<file path="config.mk">
export PLATFORM = sky130hd
export DESIGN_NAME = dew_heater_power_control_unit_flat
export DESIGN_NICKNAME = d
export VERILOG_FILES = /design/src/hdl/dhpc_pkg.sv /design/src/hdl/dhpc_in_if.sv /design/src/hdl/dhpc_out_if.sv /design/src/hdl/dew_heater_power_control_unit.sv /design/src/hdl/dhpc_div.sv /design/src/hdl/dhpc_ln.sv /design/src/flat_wrapper.sv
export SDC_FILE = /design/constraint.sdc
export NUM_CORES = 2
export LEC_CHECK = 0
export ABC_AREA = 1
export CORE_MARGIN = 3
export CORE_UTILIZATION = 45
export CTS_CLUSTER_DIAMETER = 60
export CTS_CLUSTER_SIZE = 12
export DETAILED_ROUTE_END_ITERATION = 6
export DONT_BUFFER_PORTS = 1
export PLACE_DENSITY = 0.68
export SYNTH_ARGS = -nofsm -noshare
export SYNTH_HDL_FRONTEND = slang
export SYNTH_SLANG_ARGS = --single-unit
</file>
<file path="constraint.sdc">
create_clock -name clk -period 8.1 [get_ports clk]
set_input_delay 1.62 -clock clk [delete_from_list [all_inputs] [get_ports clk]]
set_output_delay 1.62 -clock clk [all_outputs]
set_load 0.02 [all_outputs]
</file>
<file path="src/hdl/dhpc_pkg.sv">
// Package for the dew heater power control unit: register indexes, result codes,
// Magnus constants, ln step table and the structs between the arithmetic units.
// No dependencies.
package dhpc_pkg;

    localparam int NUM_W = 48;   // divider dividend / quotient width
    localparam int DEN_W = 32;   // divider divisor width
    localparam int CNT_W = 6;    // holds NUM_W

    localparam logic [2:0] REG_HEATER1_LIMIT = 3'd0;
    localparam logic [2:0] REG_HEATER2_LIMIT = 3'd1;
    localparam logic [2:0] REG_INTERVAL_MS   = 3'd2;
    localparam logic [2:0] REG_START_DELTA   = 3'd3;
    localparam logic [2:0] REG_FULL_ON_DELTA = 3'd4;

    localparam logic [1:0] RC_OK       = 2'd0;
    localparam logic [1:0] RC_ABSENT   = 2'd1;
    localparam logic [1:0] RC_INVALID  = 2'd2;
    localparam logic [1:0] RC_HUM_HIGH = 2'd3;

    localparam logic [15:0] INTERVAL_RESET = 16'd5000;
    localparam logic [10:0] START_RESET    = 11'd400;
    localparam logic [10:0] FULL_ON_RESET  = 11'd200;

    localparam logic [16:0] HUM_FULL   = 17'd102400;
    localparam logic [15:0] LN2_Q16    = 16'd45426;
    localparam logic [6:0]  LIM_MAX    = 7'd100;
    localparam logic [16:0] MAGNUS_B   = 17'd24312;
    localparam logic [10:0] MAGNUS_A   = 11'd1762;
    localparam logic [21:0] TD_SCALE   = 22'd2431200;
    localparam logic [26:0] TD_BASE    = 27'd115474432;  // 1762 * 65536
    localparam logic [14:0] TD_MIN_MAG = 15'd10000;
    localparam logic [14:0] TD_MAX     = 15'd16383;

    typedef struct packed {
        logic             start;
        logic [NUM_W-1:0] num;
        logic [DEN_W-1:0] den;
    } div_req_t;

    typedef struct packed {
        logic             done;
        logic [NUM_W-1:0] quo;
    } div_rsp_t;

    typedef struct packed {
        logic        done;
        logic [16:0] acc;
        logic [4:0]  e;
        logic [30:0] t;
        logic [30:0] p;
    } ln_rsp_t;

    // ln(1 + 2^-(idx+1)) in Q16
    function automatic logic [14:0] ln_step(input logic [3:0] idx);
        logic [14:0] v;
        unique case (idx)
            4'd0:  v = 15'd26573;
            4'd1:  v = 15'd14624;
            4'd2:  v = 15'd7719;
            4'd3:  v = 15'd3973;
            4'd4:  v = 15'd2017;
            4'd5:  v = 15'd1016;
            4'd6:  v = 15'd510;
            4'd7:  v = 15'd256;
            4'd8:  v = 15'd128;
            4'd9:  v = 15'd64;
            4'd10: v = 15'd32;
            4'd11: v = 15'd16;
            4'd12: v = 15'd8;
            4'd13: v = 15'd4;
            4'd14: v = 15'd2;
            4'd15: v = 15'd1;
            default: v = 15'd0;
        endcase
        return v;
    endfunction

endpackage

</file>
<file path="src/hdl/dhpc_in_if.sv">
// Sample channel interface of the dew heater power control unit.
// Depends on nothing.
interface dhpc_in_if;
    logic               valid;
    logic               ready;
    logic [31:0]        now_ms;
    logic               sensor_present;
    logic               reading_valid;
    logic signed [14:0] temperature;
    logic [16:0]        humidity;

    modport source (output valid, now_ms, sensor_present, reading_valid, temperature,
                    humidity, input ready);
    modport sink (input valid, now_ms, sensor_present, reading_valid, temperature,
                  humidity, output ready);
endinterface

</file>
<file path="src/hdl/dhpc_out_if.sv">
// Result channel interface of the dew heater power control unit.
// Depends on nothing.
interface dhpc_out_if;
    logic               valid;
    logic               ready;
    logic [6:0]         heater1_power;
    logic [6:0]         heater2_power;
    logic               heating_active;
    logic signed [14:0] dew_point;
    logic [1:0]         result_code;

    modport source (output valid, heater1_power, heater2_power, heating_active,
                    dew_point, result_code, input ready);
    modport sink (input valid, heater1_power, heater2_power, heating_active,
                  dew_point, result_code, output ready);
endinterface

</file>
<file path="src/hdl/dew_heater_power_control_unit.sv">
// An accepted sample whose dew point is computed goes through the one-bit-per-cycle divider
// run six times (g1, two log corrections, dew point, two heater powers) and the serial log
// normalise; a rejected reading goes straight to the result state; an early sample gives
// no result. One sample is worked at a time: the next is taken the cycle after the result
// is loaded, and output stalls hold off that load.
// Reset (async, active low) restores register defaults and clears the last time.
module dew_heater_power_control_unit (
    input  logic        clk,
    input  logic        rst_n,
    input  logic        cfg_we,
    input  logic [2:0]  cfg_index,
    input  logic [15:0] cfg_data,
    dhpc_in_if.sink     in_ch,
    dhpc_out_if.source  out_ch
);
    localparam logic [3:0] S_IDLE    = 4'd0;
    localparam logic [3:0] S_G1      = 4'd1;
    localparam logic [3:0] S_LNH     = 4'd2;
    localparam logic [3:0] S_LNH_DIV = 4'd3;
    localparam logic [3:0] S_LNF     = 4'd4;
    localparam logic [3:0] S_LNF_DIV = 4'd5;
    localparam logic [3:0] S_TD_MUL  = 4'd6;
    localparam logic [3:0] S_TD_DIV  = 4'd7;
    localparam logic [3:0] S_P1      = 4'd8;
    localparam logic [3:0] S_P2      = 4'd9;
    localparam logic [3:0] S_DONE    = 4'd10;

    logic [6:0]  h1_lim_reg, h2_lim_reg;
    logic [15:0] interval_reg;
    logic [10:0] start_reg, fod_reg;
    logic [31:0] last_reg;

    logic [3:0]  state_reg;
    logic        kick_reg;
    logic        ov_reg;

    logic [14:0] temp_reg;
    logic [16:0] hum_reg;
    logic [1:0]  code_reg;
    logic [23:0] g1_reg;
    logic [21:0] lnh_reg, lnf_reg;
    logic [43:0] prod_reg;
    logic [28:0] tdden_reg;
    logic        gneg_reg;
    logic [14:0] td_reg;
    logic [6:0]  p1_reg, p2_reg;

    logic [6:0]  o_p1_reg, o_p2_reg;
    logic        o_act_reg;
    logic [14:0] o_td_reg;
    logic [1:0]  o_code_reg;

    dhpc_pkg::div_req_t div_req;
    dhpc_pkg::div_rsp_t div_rsp;
    dhpc_pkg::ln_rsp_t  ln_rsp;
    logic               ln_start;
    logic [16:0]        ln_x;

    logic        accept, early, load_out;
    logic        tneg;
    logic [15:0] tmag;
    logic [16:0] tpos;
    logic [23:0] g1_q, g1_next;
    logic [21:0] ln_val;
    logic [23:0] gamma;
    logic [21:0] gmag;
    logic [29:0] tdden;
    logic [14:0] td_next;
    logic [16:0] delta, start_x, diff;
    logic        active;
    logic [6:0]  lim_raw, lim;
    logic [6:0]  pw;

    dhpc_div u_div (.clk(clk), .rst_n(rst_n), .req(div_req), .rsp(div_rsp));
    dhpc_ln  u_ln  (.clk(clk), .rst_n(rst_n), .start(ln_start), .x(ln_x), .rsp(ln_rsp));

    assign in_ch.ready = (state_reg == S_IDLE);
    assign accept      = in_ch.valid && in_ch.ready;
    assign early       = (32'(in_ch.now_ms - last_reg) < {16'd0, interval_reg});
    assign load_out    = (state_reg == S_DONE) && (!ov_reg || out_ch.ready);

    // g1 operands
    assign tneg = temp_reg[14];
    assign tmag = tneg ? (16'd0 - {temp_reg[14], temp_reg}) : {1'b0, temp_reg};
    assign tpos = dhpc_pkg::MAGNUS_B + {{2{temp_reg[14]}}, temp_reg};
    assign g1_q = div_rsp.quo[23:0];
    assign g1_next = tneg ? (24'd0 - g1_q) : g1_q;

    // log result: acc + correction + e * ln2
    assign ln_val = {5'd0, ln_rsp.acc} + div_rsp.quo[21:0]
                  + 22'(22'(ln_rsp.e) * 22'(dhpc_pkg::LN2_Q16));

    // dew point operands
    assign gamma = g1_reg + {2'b0, lnh_reg} - {2'b0, lnf_reg};
    assign gmag  = gamma[23] ? 22'(24'd0 - gamma) : gamma[21:0];
    assign tdden = {3'b0, dhpc_pkg::TD_BASE} - 30'({{6{gamma[23]}}, gamma} * 30'd100);

    always_comb
    begin
        if (gneg_reg)
            td_next = (div_rsp.quo > 48'(dhpc_pkg::TD_MIN_MAG))
                    ? (15'd0 - dhpc_pkg::TD_MIN_MAG) : (15'd0 - div_rsp.quo[14:0]);
        else
            td_next = (div_rsp.quo > 48'(dhpc_pkg::TD_MAX))
                    ? dhpc_pkg::TD_MAX : div_rsp.quo[14:0];
    end

    // heater power; a zero span divides to all ones and clamps to the limit
    assign delta   = {{2{temp_reg[14]}}, temp_reg} - {{2{td_reg[14]}}, td_reg};
    assign start_x = {6'd0, start_reg};
    assign active  = ($signed(delta) < $signed(start_x));
    assign diff    = start_x - delta;
    assign lim_raw = (state_reg == S_P1) ? h1_lim_reg : h2_lim_reg;
    assign lim     = (lim_raw > dhpc_pkg::LIM_MAX) ? dhpc_pkg::LIM_MAX : lim_raw;
    assign pw      = !active ? 7'd0
                   : ((div_rsp.quo > 48'(lim)) ? lim : div_rsp.quo[6:0]);

    always_comb
    begin
        div_req.start = 1'b0;
        div_req.num   = '0;
        div_req.den   = '0;
        ln_start      = 1'b0;
        ln_x          = hum_reg;
        unique case (state_reg)
            S_G1:
            begin
                div_req.start = kick_reg;
                div_req.num   = {6'd0, 26'(26'(tmag) * 26'(dhpc_pkg::MAGNUS_A)), 16'd0};
                div_req.den   = 32'(24'(tpos) * 24'd100);
            end
            S_LNH:
            begin
                ln_start = kick_reg;
                ln_x     = hum_reg;
            end
            S_LNF:
            begin
                ln_start = kick_reg;
                ln_x     = dhpc_pkg::HUM_FULL;
            end
            S_LNH_DIV, S_LNF_DIV:
            begin
                div_req.start = kick_reg;
                div_req.num   = {1'b0, 31'(ln_rsp.t - ln_rsp.p), 16'd0};
                div_req.den   = {1'b0, ln_rsp.p};
            end
            S_TD_DIV:
            begin
                div_req.start = kick_reg;
                div_req.num   = {4'd0, prod_reg};
                div_req.den   = {3'd0, tdden_reg};
            end
            S_P1, S_P2:
            begin
                div_req.start = kick_reg;
                div_req.num   = 48'(24'(lim) * 24'(diff));
                div_req.den   = {21'd0, fod_reg};
            end
            default:
            begin
                div_req.start = 1'b0;
            end
        endcase
    end

    // control
    always_ff @(posedge clk or negedge rst_n)
    begin
        if (!rst_n)
        begin
            h1_lim_reg   <= '0;
            h2_lim_reg   <= '0;
            interval_reg <= dhpc_pkg::INTERVAL_RESET;
            start_reg    <= dhpc_pkg::START_RESET;
            fod_reg      <= dhpc_pkg::FULL_ON_RESET;
            last_reg     <= '0;
            state_reg    <= S_IDLE;
            kick_reg     <= 1'b0;
            ov_reg       <= 1'b0;
        end
        else
        begin
            if (cfg_we)
            begin
                unique case (cfg_index)
                    dhpc_pkg::REG_HEATER1_LIMIT: h1_lim_reg   <= cfg_data[6:0];
                    dhpc_pkg::REG_HEATER2_LIMIT: h2_lim_reg   <= cfg_data[6:0];
                    dhpc_pkg::REG_INTERVAL_MS:   interval_reg <= cfg_data;
                    dhpc_pkg::REG_START_DELTA:   start_reg    <= cfg_data[10:0];
                    dhpc_pkg::REG_FULL_ON_DELTA: fod_reg      <= cfg_data[10:0];
                    default: ;
                endcase
            end

            kick_reg <= 1'b0;
            if (load_out)
                ov_reg <= 1'b1;
            else if (out_ch.ready)
                ov_reg <= 1'b0;

            unique case (state_reg)
                S_IDLE:
                    if (accept && !early)
                    begin
                        last_reg <= in_ch.now_ms;
                        if (!in_ch.sensor_present || !in_ch.reading_valid
                            || in_ch.humidity == 17'd0
                            || in_ch.humidity > dhpc_pkg::HUM_FULL)
                            state_reg <= S_DONE;
                        else
                        begin
                            state_reg <= S_G1;
                            kick_reg  <= 1'b1;
                        end
                    end
                S_G1:
                    if (div_rsp.done)
                    begin
                        state_reg <= S_LNH;
                        kick_reg  <= 1'b1;
                    end
                S_LNH:
                    if (ln_rsp.done)
                    begin
                        state_reg <= S_LNH_DIV;
                        kick_reg  <= 1'b1;
                    end
                S_LNH_DIV:
                    if (div_rsp.done)
                    begin
                        state_reg <= S_LNF;
                        kick_reg  <= 1'b1;
                    end
                S_LNF:
                    if (ln_rsp.done)
                    begin
                        state_reg <= S_LNF_DIV;
                        kick_reg  <= 1'b1;
                    end
                S_LNF_DIV:
                    if (div_rsp.done)
                        state_reg <= S_TD_MUL;
                S_TD_MUL:
                begin
                    state_reg <= S_TD_DIV;
                    kick_reg  <= 1'b1;
                end
                S_TD_DIV:
                    if (div_rsp.done)
                    begin
                        state_reg <= S_P1;
                        kick_reg  <= 1'b1;
                    end
                S_P1:
                    if (div_rsp.done)
                    begin
                        state_reg <= S_P2;
                        kick_reg  <= 1'b1;
                    end
                S_P2:
                    if (div_rsp.done)
                        state_reg <= S_DONE;
                S_DONE:
                    if (load_out)
                        state_reg <= S_IDLE;
                default:
                    state_reg <= S_IDLE;
            endcase
        end
    end

    // datapath
    always_ff @(posedge clk)
    begin
        if (state_reg == S_IDLE && accept)
        begin
            temp_reg <= in_ch.temperature;
            hum_reg  <= in_ch.humidity;
            td_reg   <= '0;
            p1_reg   <= '0;
            p2_reg   <= '0;
            if (!in_ch.sensor_present)
                code_reg <= dhpc_pkg::RC_ABSENT;
            else if (!in_ch.reading_valid || in_ch.humidity == 17'd0)
                code_reg <= dhpc_pkg::RC_INVALID;
            else if (in_ch.humidity > dhpc_pkg::HUM_FULL)
                code_reg <= dhpc_pkg::RC_HUM_HIGH;
            else
                code_reg <= dhpc_pkg::RC_OK;
        end
        if (state_reg == S_G1 && div_rsp.done)
            g1_reg <= g1_next;
        if (state_reg == S_LNH_DIV && div_rsp.done)
            lnh_reg <= ln_val;
        if (state_reg == S_LNF_DIV && div_rsp.done)
            lnf_reg <= ln_val;
        if (state_reg == S_TD_MUL)
        begin
            prod_reg  <= 44'(gmag) * 44'(dhpc_pkg::TD_SCALE);
            tdden_reg <= tdden[28:0];
            gneg_reg  <= gamma[23];
        end
        if (state_reg == S_TD_DIV && div_rsp.done)
            td_reg <= td_next;
        if (state_reg == S_P1 && div_rsp.done)
            p1_reg <= pw;
        if (state_reg == S_P2 && div_rsp.done)
            p2_reg <= pw;
        if (load_out)
        begin
            o_p1_reg   <= p1_reg;
            o_p2_reg   <= p2_reg;
            o_act_reg  <= (p1_reg != 7'd0) || (p2_reg != 7'd0);
            o_td_reg   <= td_reg;
            o_code_reg <= code_reg;
        end
    end

    assign out_ch.valid          = ov_reg;
    assign out_ch.heater1_power  = o_p1_reg;
    assign out_ch.heater2_power  = o_p2_reg;
    assign out_ch.heating_active = o_act_reg;
    assign out_ch.dew_point      = o_td_reg;
    assign out_ch.result_code    = o_code_reg;
endmodule

</file>
<file path="src/hdl/dhpc_div.sv">
// Bit-serial restoring divider, one quotient bit per cycle.
// Depends on dhpc_pkg.
module dhpc_div (
    input  logic               clk,
    input  logic               rst_n,
    input  dhpc_pkg::div_req_t req,
    output dhpc_pkg::div_rsp_t rsp
);
    logic [dhpc_pkg::CNT_W-1:0] cnt_reg;
    logic                       done_reg;
    logic [dhpc_pkg::NUM_W-1:0] quo_reg;
    logic [dhpc_pkg::DEN_W-1:0] rem_reg;
    logic [dhpc_pkg::DEN_W-1:0] den_reg;
    logic [dhpc_pkg::DEN_W:0]   sh;
    logic                       ge;

    assign sh = {rem_reg, quo_reg[dhpc_pkg::NUM_W-1]};
    assign ge = (sh >= {1'b0, den_reg});

    always_ff @(posedge clk or negedge rst_n)
    begin
        if (!rst_n)
        begin
            cnt_reg  <= '0;
            done_reg <= 1'b0;
        end
        else
        begin
            done_reg <= 1'b0;
            if (req.start)
                cnt_reg <= dhpc_pkg::CNT_W'(dhpc_pkg::NUM_W);
            else if (cnt_reg != '0)
            begin
                cnt_reg <= cnt_reg - 1'b1;
                if (cnt_reg == dhpc_pkg::CNT_W'(1))
                    done_reg <= 1'b1;
            end
        end
    end

    always_ff @(posedge clk)
    begin
        if (req.start)
        begin
            quo_reg <= req.num;
            den_reg <= req.den;
            rem_reg <= '0;
        end
        else if (cnt_reg != '0)
        begin
            rem_reg <= ge ? dhpc_pkg::DEN_W'(sh - {1'b0, den_reg})
                          : sh[dhpc_pkg::DEN_W-1:0];
            quo_reg <= {quo_reg[dhpc_pkg::NUM_W-2:0], ge};
        end
    end

    assign rsp.done = done_reg;
    assign rsp.quo  = quo_reg;
endmodule

</file>
<file path="src/hdl/dhpc_ln.sv">
// Natural log front end: serial normalise, then sixteen shift-and-add steps.
// The fractional correction is divided by the shared divider. Depends on dhpc_pkg.
module dhpc_ln (
    input  logic              clk,
    input  logic              rst_n,
    input  logic              start,
    input  logic [16:0]       x,
    output dhpc_pkg::ln_rsp_t rsp
);
    localparam logic [1:0] L_IDLE = 2'd0;
    localparam logic [1:0] L_NORM = 2'd1;
    localparam logic [1:0] L_STEP = 2'd2;

    logic [1:0]  state_reg;
    logic        done_reg;
    logic [30:0] t_reg;
    logic [30:0] p_reg;
    logic [16:0] acc_reg;
    logic [4:0]  e_reg;
    logic [4:0]  k_reg;
    logic [31:0] q;
    logic        take;

    assign q    = {1'b0, p_reg} + {1'b0, p_reg >> k_reg};
    assign take = (q <= {1'b0, t_reg});

    always_ff @(posedge clk or negedge rst_n)
    begin
        if (!rst_n)
        begin
            state_reg <= L_IDLE;
            done_reg  <= 1'b0;
        end
        else
        begin
            done_reg <= 1'b0;
            unique case (state_reg)
                L_IDLE:
                    if (start)
                        state_reg <= L_NORM;
                L_NORM:
                    if (t_reg[30])
                        state_reg <= L_STEP;
                L_STEP:
                    if (k_reg == 5'd16)
                    begin
                        state_reg <= L_IDLE;
                        done_reg  <= 1'b1;
                    end
                default:
                    state_reg <= L_IDLE;
            endcase
        end
    end

    always_ff @(posedge clk)
    begin
        if (state_reg == L_IDLE && start)
        begin
            t_reg <= {14'd0, x};
            e_reg <= 5'd30;
        end
        else if (state_reg == L_NORM)
        begin
            if (t_reg[30])
            begin
                p_reg   <= 31'h4000_0000;
                k_reg   <= 5'd1;
                acc_reg <= '0;
            end
            else
            begin
                t_reg <= {t_reg[29:0], 1'b0};
                e_reg <= e_reg - 1'b1;
            end
        end
        else if (state_reg == L_STEP)
        begin
            if (take)
            begin
                p_reg   <= q[30:0];
                acc_reg <= acc_reg + {2'b0, dhpc_pkg::ln_step(4'(k_reg - 5'd1))};
            end
            k_reg <= k_reg + 1'b1;
        end
    end

    assign rsp.done = done_reg;
    assign rsp.acc  = acc_reg;
    assign rsp.e    = e_reg;
    assign rsp.t    = t_reg;
    assign rsp.p    = p_reg;
endmodule

</file>
<file path="src/flat_wrapper.sv">
// flat-port wrapper written by rule: the top's interface ports become plain ports
module dew_heater_power_control_unit_flat 
  (clk, rst_n, cfg_we, cfg_index, cfg_data, in_ch_valid, in_ch_now_ms, in_ch_sensor_present, in_ch_reading_valid, in_ch_temperature, in_ch_humidity, in_ch_ready, out_ch_valid, out_ch_heater1_power, out_ch_heater2_power, out_ch_heating_active, out_ch_dew_point, out_ch_result_code, out_ch_ready);
  dhpc_in_if in_ch_i ();
  dhpc_out_if out_ch_i ();
  input  logic clk;
  input  logic rst_n;
  input  logic cfg_we;
  input  logic [2:0] cfg_index;
  input  logic [15:0] cfg_data;
  input wire logic [$bits(in_ch_i.valid)-1:0] in_ch_valid;
  input wire logic [$bits(in_ch_i.now_ms)-1:0] in_ch_now_ms;
  input wire logic [$bits(in_ch_i.sensor_present)-1:0] in_ch_sensor_present;
  input wire logic [$bits(in_ch_i.reading_valid)-1:0] in_ch_reading_valid;
  input wire logic [$bits(in_ch_i.temperature)-1:0] in_ch_temperature;
  input wire logic [$bits(in_ch_i.humidity)-1:0] in_ch_humidity;
  output wire logic [$bits(in_ch_i.ready)-1:0] in_ch_ready;
  output wire logic [$bits(out_ch_i.valid)-1:0] out_ch_valid;
  output wire logic [$bits(out_ch_i.heater1_power)-1:0] out_ch_heater1_power;
  output wire logic [$bits(out_ch_i.heater2_power)-1:0] out_ch_heater2_power;
  output wire logic [$bits(out_ch_i.heating_active)-1:0] out_ch_heating_active;
  output wire logic [$bits(out_ch_i.dew_point)-1:0] out_ch_dew_point;
  output wire logic [$bits(out_ch_i.result_code)-1:0] out_ch_result_code;
  input wire logic [$bits(out_ch_i.ready)-1:0] out_ch_ready;
  assign in_ch_i.valid = in_ch_valid;
  assign in_ch_i.now_ms = in_ch_now_ms;
  assign in_ch_i.sensor_present = in_ch_sensor_present;
  assign in_ch_i.reading_valid = in_ch_reading_valid;
  assign in_ch_i.temperature = in_ch_temperature;
  assign in_ch_i.humidity = in_ch_humidity;
  assign in_ch_ready = in_ch_i.ready;
  assign out_ch_valid = out_ch_i.valid;
  assign out_ch_heater1_power = out_ch_i.heater1_power;
  assign out_ch_heater2_power = out_ch_i.heater2_power;
  assign out_ch_heating_active = out_ch_i.heating_active;
  assign out_ch_dew_point = out_ch_i.dew_point;
  assign out_ch_result_code = out_ch_i.result_code;
  assign out_ch_i.ready = out_ch_ready;
  dew_heater_power_control_unit u_core (.clk(clk), .rst_n(rst_n), .cfg_we(cfg_we), .cfg_index(cfg_index), .cfg_data(cfg_data), .in_ch(in_ch_i), .out_ch(out_ch_i));
endmodule
</file>
# Yosys cells after proc, flatten, opt, wreduce, memory -nomap -nowiden

Memory sizes are Yosys's and may differ from the RTL's.
Cells that the tools add are included.

Add/sub/neg operators: 21
Shifts and indexed selects: 1
Magnitude comparators: 9
Multiply operators: 6
Muxes and demuxes: 72
Reductions and logical operators: 53
Bitwise logic cells: 2
Equal/unequal tests: 32

Operators with widths:

| kind                                                            | number |
|---|---|
| case mux 79 bit (4 select lines)                                | 1 |
| two-way mux 31 bit                                              | 5 |
| two-way mux 15 bit                                              | 9 |
| two-way mux 17 bit                                              | 7 |
| greater-than comparator 48 x 14 -> 1 bit, second input constant | 2 |
| two-way mux 48 bit                                              | 2 |
| subtractor 32 bit                                               | 2 |
| two-way mux 7 bit                                               | 7 |
| greater-than comparator 48 x 7 -> 1 bit                         | 1 |
| two-way mux 4 bit                                               | 11 |
| case mux 4 bit (11 select lines)                                | 1 |
| multiplier 22 x 17 -> 39 bit, second input constant             | 1 |
| >= comparator 33 x 32 -> 1 bit                                  | 1 |
| adder 31 x 31 -> 32 bit                                         | 1 |
| less-or-equal comparator 32 x 31 -> 1 bit                       | 1 |
| less-than comparator 32 x 16 -> 1 bit                           | 1 |
| two-way mux 32 bit                                              | 1 |
| right shift 31 x 5 -> 31 bit                                    | 1 |
| subtractor 31 bit                                               | 1 |
| multiplier 30 x 5 -> 27 bit, second input constant              | 1 |
| subtractor 27 x 29 -> 29 bit, first input constant              | 1 |
| multiplier 16 x 10 -> 25 bit, second input constant             | 1 |
| adder 24 x 22 -> 24 bit                                         | 1 |
| multiplier 7 x 17 -> 24 bit                                     | 1 |
| other kinds (60)                                                | 135 |

Output and inout bits: 34
Memories kept: 1
Bits in registers: 533
Memory bits (read-only): 240

Memories:

| name             | words | bits a word | read ports | clocked after memory_dff | wr ports | RTL line       | text |
|---|---|---|---|---|---|---|---|
| (name not given) | 16    | 15          | 1          | 0                        | 0        | dhpc_pkg.sv:57 | `unique case (idx)` |

# Logic depth before layout (Yosys ltp)

Depth after elaboration: 11
Depth in mapped cells: 42

# By module

A second synthesis with hierarchy kept.

Cell total of the unflattened synthesis: 7752
Area, all modules: 58655.0 sq um

By module, submodules not included:

| module                        | times used | sequential area each (sq um) | cells each | area each (sq um) |
|---|---|---|---|---|
| dew_heater_power_control_unit | 1          | 9142.5                       | 5389       | 42176.7 |
| dhpc_ln                       | 1          | 2557.5                       | 1293       | 8924.8 |
| dhpc_div                      | 1          | 3218.1                       | 1070       | 7553.5 |

# Least setup slack after synthesis

Ideal clock, no wire load.

Path kind: flip-flop to flip-flop
Start: reg u_core.lnh_reg[1]
End: reg u_core.prod_reg[42] (data pin)
Period minus slack after synthesis: 8054 ps
Setup time: 264 ps
Arrival: 7790 ps
Path buffers: 0
Data required time: 7836 ps
Stages on the path, launching flop included: 33
Setup slack: 46 ps
Path through: edfxtp_1 > fa_1 > inv_1 > fa_1 > nand3b_1 > nand2_1 > a31oi_2 > o21ai_2 > xor2_1 > ha_1 > nand4_1 > nor2_1 > nand2_1 > nand2_1 > o21ai_0 > xnor2_1 > ha_1 > fa_1 > ha_1 > fa_1 > inv_1 > fa_1 > fa_1 > inv_1 > ha_1 > nand2_1 > nor4_1 > nand3_1 > nand3_1 > nand2_1 > o211ai_1 > a31oi_1 > xor2_1

Word-level cells in the longest chain between the ends: 5

RTL lines:

| element                        | RTL line                             | text |
|---|---|---|
| start: declaration             | dew_heater_power_control_unit.sv:41  | `logic [21:0] lnh_reg, lnf_reg;` |
| start signal: assignment       | dew_heater_power_control_unit.sv:295 | `lnh_reg <= ln_val;` |
| adder 24 x 22 -> 24 bit *      | dew_heater_power_control_unit.sv:94  | `assign gamma = g1_reg + {2'b0, lnh_reg} - {2'b0, lnf_reg};` |
| subtractor 24 x 22 -> 24 bit * | dew_heater_power_control_unit.sv:94  |  |
| subtractor 1 x 22 -> 22 bit    | dew_heater_power_control_unit.sv:95  | `assign gmag = gamma[23] ? 22'(24'd0 - gamma) : gamma[21:0];` |
| two-way mux 22 bit *           | dew_heater_power_control_unit.sv:95  |  |
| multiplier 22 x 17 -> 39 bit * | dew_heater_power_control_unit.sv:300 | `prod_reg <= 44'(gmag) * 44'(dhpc_pkg::TD_SCALE);` |
| end signal: assignment         | dew_heater_power_control_unit.sv:300 |  |
| end: declaration               | dew_heater_power_control_unit.sv:42  | `logic [43:0] prod_reg;` |

Mark *: on every way between the ends. The rest lies on a longest branch, timed or not.
A chain may end at the register's enable or synchronous reset.

# Final worst setup path

Start: reg u_core.g1_reg[1]
End: reg u_core.prod_reg[42] (data pin)

Word-level cells in the longest chain between the ends: 5

RTL lines:

| element                        | RTL line                             | text |
|---|---|---|
| start: declaration             | dew_heater_power_control_unit.sv:40  | `logic [23:0] g1_reg;` |
| start signal: assignment       | dew_heater_power_control_unit.sv:293 | `g1_reg <= g1_next;` |
| adder 24 x 22 -> 24 bit *      | dew_heater_power_control_unit.sv:94  |  |
| subtractor 24 x 22 -> 24 bit * | dew_heater_power_control_unit.sv:94  |  |
| subtractor 1 x 22 -> 22 bit    | dew_heater_power_control_unit.sv:95  |  |
| two-way mux 22 bit *           | dew_heater_power_control_unit.sv:95  |  |
| multiplier 22 x 17 -> 39 bit * | dew_heater_power_control_unit.sv:300 |  |

Marked as above.

==> impl_metrics.yaml <==
timing:
  hold_viol_final: 0
  finalSetupTns_ps: 0
  max_clock_freq_mhz: 128
  layout_setup_ws_ps: 258
  grt_setup_unrepaired: "true"
  final_min_period_over_clock_period: 0.968
  final.min_clock_period_ps: 7840
  clock_skews_ps: 44.4
  report.final.slew_viol_count: 0
  finalSetupViolCount: 0
  timing.slew.headroom: 0.119
  worst-slew-pin-transition_ps: 1320
global_route:
  first_pass_grt_wire_length_mm: 269
  antenna_violations_before_repair: 11
  groute.usage.overall: 0.263
  largest_net_degree_at_the_start_of_global_routing: 101
  grt_remaining_overflow: 0
  grt_pass1_vias: 47500
cells_and_area:
  largest_register_ffs: 48
  final_cell_mix: "1424 x inv_1, 1299 x nand2_1, 731 x ha_1"
  layout_commonest_cell: "inv_1"
  flow.area_growth_from_synthesis_pct: 10.7
  final_nets: 8539
  final_core_util: 0.503
  post_route_cells_drive_above_1_share: 0.0829
synth:
  dominantRegCellSynth: "edfxtp_1"
  ys_ff_latch: 529
  netlist_top_cells_area: "edfxtp_1 20%, ha_1 17%, fa_1 11%"
  syn_area_sq_mm: 0.0572
  postSynthAreaPerCell_sq_um: 7.90
  yosys_warnings: 0
  synth_cells: 7242
  postSynth.asyncResetShare: 0.189
  yosys.area.top_type_share: 0.198
  netlist-cell-type-count: 79
  yosys.area.top_type: "edfxtp_1"
  synth_edf_count: 378
  synth-seq-area-share: 0.260
detailed_routing:
  post_drt_via_cell_ratio: 5.39
  wl_met3_mm: 12.5
  first_iter_violations: 4320
  antenna_left: 0
  dr_total_vias: 48900
  drt-total-wl_mm: 176
  route.detailed.drc: 6
  wl_met1_mm: 75.0
  drtPass1Iterations: 7
  drt-wirelength-per-cell_um: 19.4
  route.top_layer_used: "met5"
  met2_wirelength_mm: 81.4
setup_path:
  cpLargestDelayFamily: "adder cells"
  worst_ep_required_time_ps: 8500
  rr_worst_depth: 36
  timing.reg2reg.setup_slack_ps: 260
  regToRegEndpoint: "u_core.prod_reg[42]$_DFFE_PP_"
  r2r_start: "u_core.g1_reg[1]$_DFFE_PP_"
  worst_path_max_delay_cell: "fa_1"
  worstSetupPathType: "flop to flop"
  critPathMaxStageDelay_ps: 610
  critPathCaptureType: "flop"
  crit_path_dat_ps: 8240
  critPathLaunchType: "flop"
  path_buf_inv: 11
  critPathMostFrequentCell: "inv_1"
  crit_path_max_fanout: 5
placed_design:
  final_hpwl_dp_mm: 145
  place_ws_ps: -255
  gp_congestion: 0.957
  port_buffers: 0
floorplanning:
  initial_core_util: 0.455
  ios: 124
  chipWidth_um: 363
  core.rowCount: 130
  core_area_sq_mm: 0.126
  dieHeight_um: 363
  floorplan.die_area_sq_mm: 0.131
outcome:
  violations: "DRC"
  outcome: "finished, violations left"
clocking:
  cts.sink_count: 529
  clkLatencyLatePin_ps: 690
  clock-root-buffer: "clkbuf_16"
  cts_tree: "built"
  clock_tree_buf_depth: 3
  cts_made_buffers: 69
  clock_transition_at_the_register_clock_pins_on_the_worst_setup_and_hold_paths_after_cts_ps: 60
  cts_htree_levels: 3
flow_run:
  cap_violations: 0
worst_hold_path:
  hold_path_startpoint: "u_core.code_reg[1]$_SDFFCE_PN0P_"
  hold_end: "u_core.out_ch.result_code[1]$_DFFE_PP_"
  hp-class: "flop to flop"
  hold_depth: 0
==> through the flow <==
step           instances  hold WS (ps)  area, sq um
3_5_place_dp        8932           405        60000
2_1_floorplan       7245           400        57200
5_1_grt             9081           436        63400
4_1_cts             9056           417        62400
3_3_place_gp        8932           406        60000
6_report            9083           414        63400
==> worst reg2reg max path: cells and delay by family, from the launching register on <==
kind / cells / cell delay, ps
flip-flops: 1 / 400
XOR/XNOR: 3 / 480
adder cells (fa/ha/maj): 10 / 4090
buffers and inverters: 11 / 1050
AO/OA/AOI/OAI: 6 / 1010
AND/OR/NAND/NOR: 6 / 570
==> metal layers <==
| metal | GRT usage | up-vias |
|---|---|---|
| met5 | 0 | - |
| met4 | 0.102 | 4 |
| met3 | 0.0425 | 297 |
| met2 | 0.435 | 1653 |
| met1 | 0.344 | 23200 |
| li1 | - | 23800 |
==> cell type report <==
| cell class | instances | area (sq um) |
|---|---|---|
| tap | 1650 | 2060 |
| inverter | 1474 | 5540 |
| clock buffer | 87 | 1860 |
| sequential | 529 | 14900 |
| timing repair buffer | 180 | 1410 |
| clock inverter | 34 | 380 |
| multi-input combinational | 5125 | 37200 |
| fill | 12000 | 62500 |
| antenna | 4 | 10.0 |
==> Yosys cell counts, drive strengths merged (11+ instances only) <==
library cell and count:
dfstp 11, a21o 33, dfrtp 89, nand4 57, a31oi 25, o211ai 37, xnor2 80, nor2 592
a32o 13, nand3b 27, mux2i 19, nand2 1327, ha 761, o2111ai 11, dfxtp 51, clkbuf 84
buf 33, o31ai 12, a21oi 536, edfxtp 378, nor3 73, nor4 32, xor2 225, o22ai 21
a22oi 24, or2 34, o21bai 27, fa 309, nand3 247, o21ai 510, inv 1467, o21a 15
==> cells by family after synthesis <==
| logic type | Yosys count | synth area share |
|---|---|---|
| AOI/OAI and AO/OA | 1318 | 0.130 |
| xor gates and xnor gates | 305 | 0.0474 |
| adders and majority gates | 1070 | 0.275 |
| buffers and inverters | 1591 | 0.107 |
| DFF | 529 | 0.260 |
| muxes | 19 | 0.00332 |
| other | 2 | 0.000131 |
| and+or+nand+nor | 2408 | 0.177 |
==> how the worst max path moves through the flow <==
stage | startpoint | end | slack [ps] | depth (start not counted)
floorplan | u_core.lnh_reg[1]$_DFFE_PP_ | u_core.prod_reg[42]$_DFFE_PP_ | 50 | 32
global placement | u_core.lnf_reg[1]$_DFFE_PP_ | u_core.prod_reg[42]$_DFFE_PP_ | -30 | 34
detailed placement | u_core.lnf_reg[2]$_DFFE_PP_ | u_core.prod_reg[42]$_DFFE_PP_ | -260 | 34
CTS | u_core.lnf_reg[1]$_DFFE_PP_ | u_core.prod_reg[43]$_DFFE_PP_ | 5 | 38
global route | u_core.g1_reg[1]$_DFFE_PP_ | u_core.prod_reg[42]$_DFFE_PP_ | -90 | 35
finish | u_core.g1_reg[1]$_DFFE_PP_ | u_core.prod_reg[42]$_DFFE_PP_ | 260 | 36
==> timing repair <==
| action | 4_1_cts | 5_1_grt |
|---|---|---|
| setup endpoints to repair | 14 | 29 |
| pin swaps | 8 | 71 |
| gates resized for setup | 29 | 154 |
| setup buffers | 3 | 23 |
| hold buffers | 0 | 0 |
Power is not shown: default switching activity piles up to over one toggle a cycle in this logic, so the estimate is an artifact.
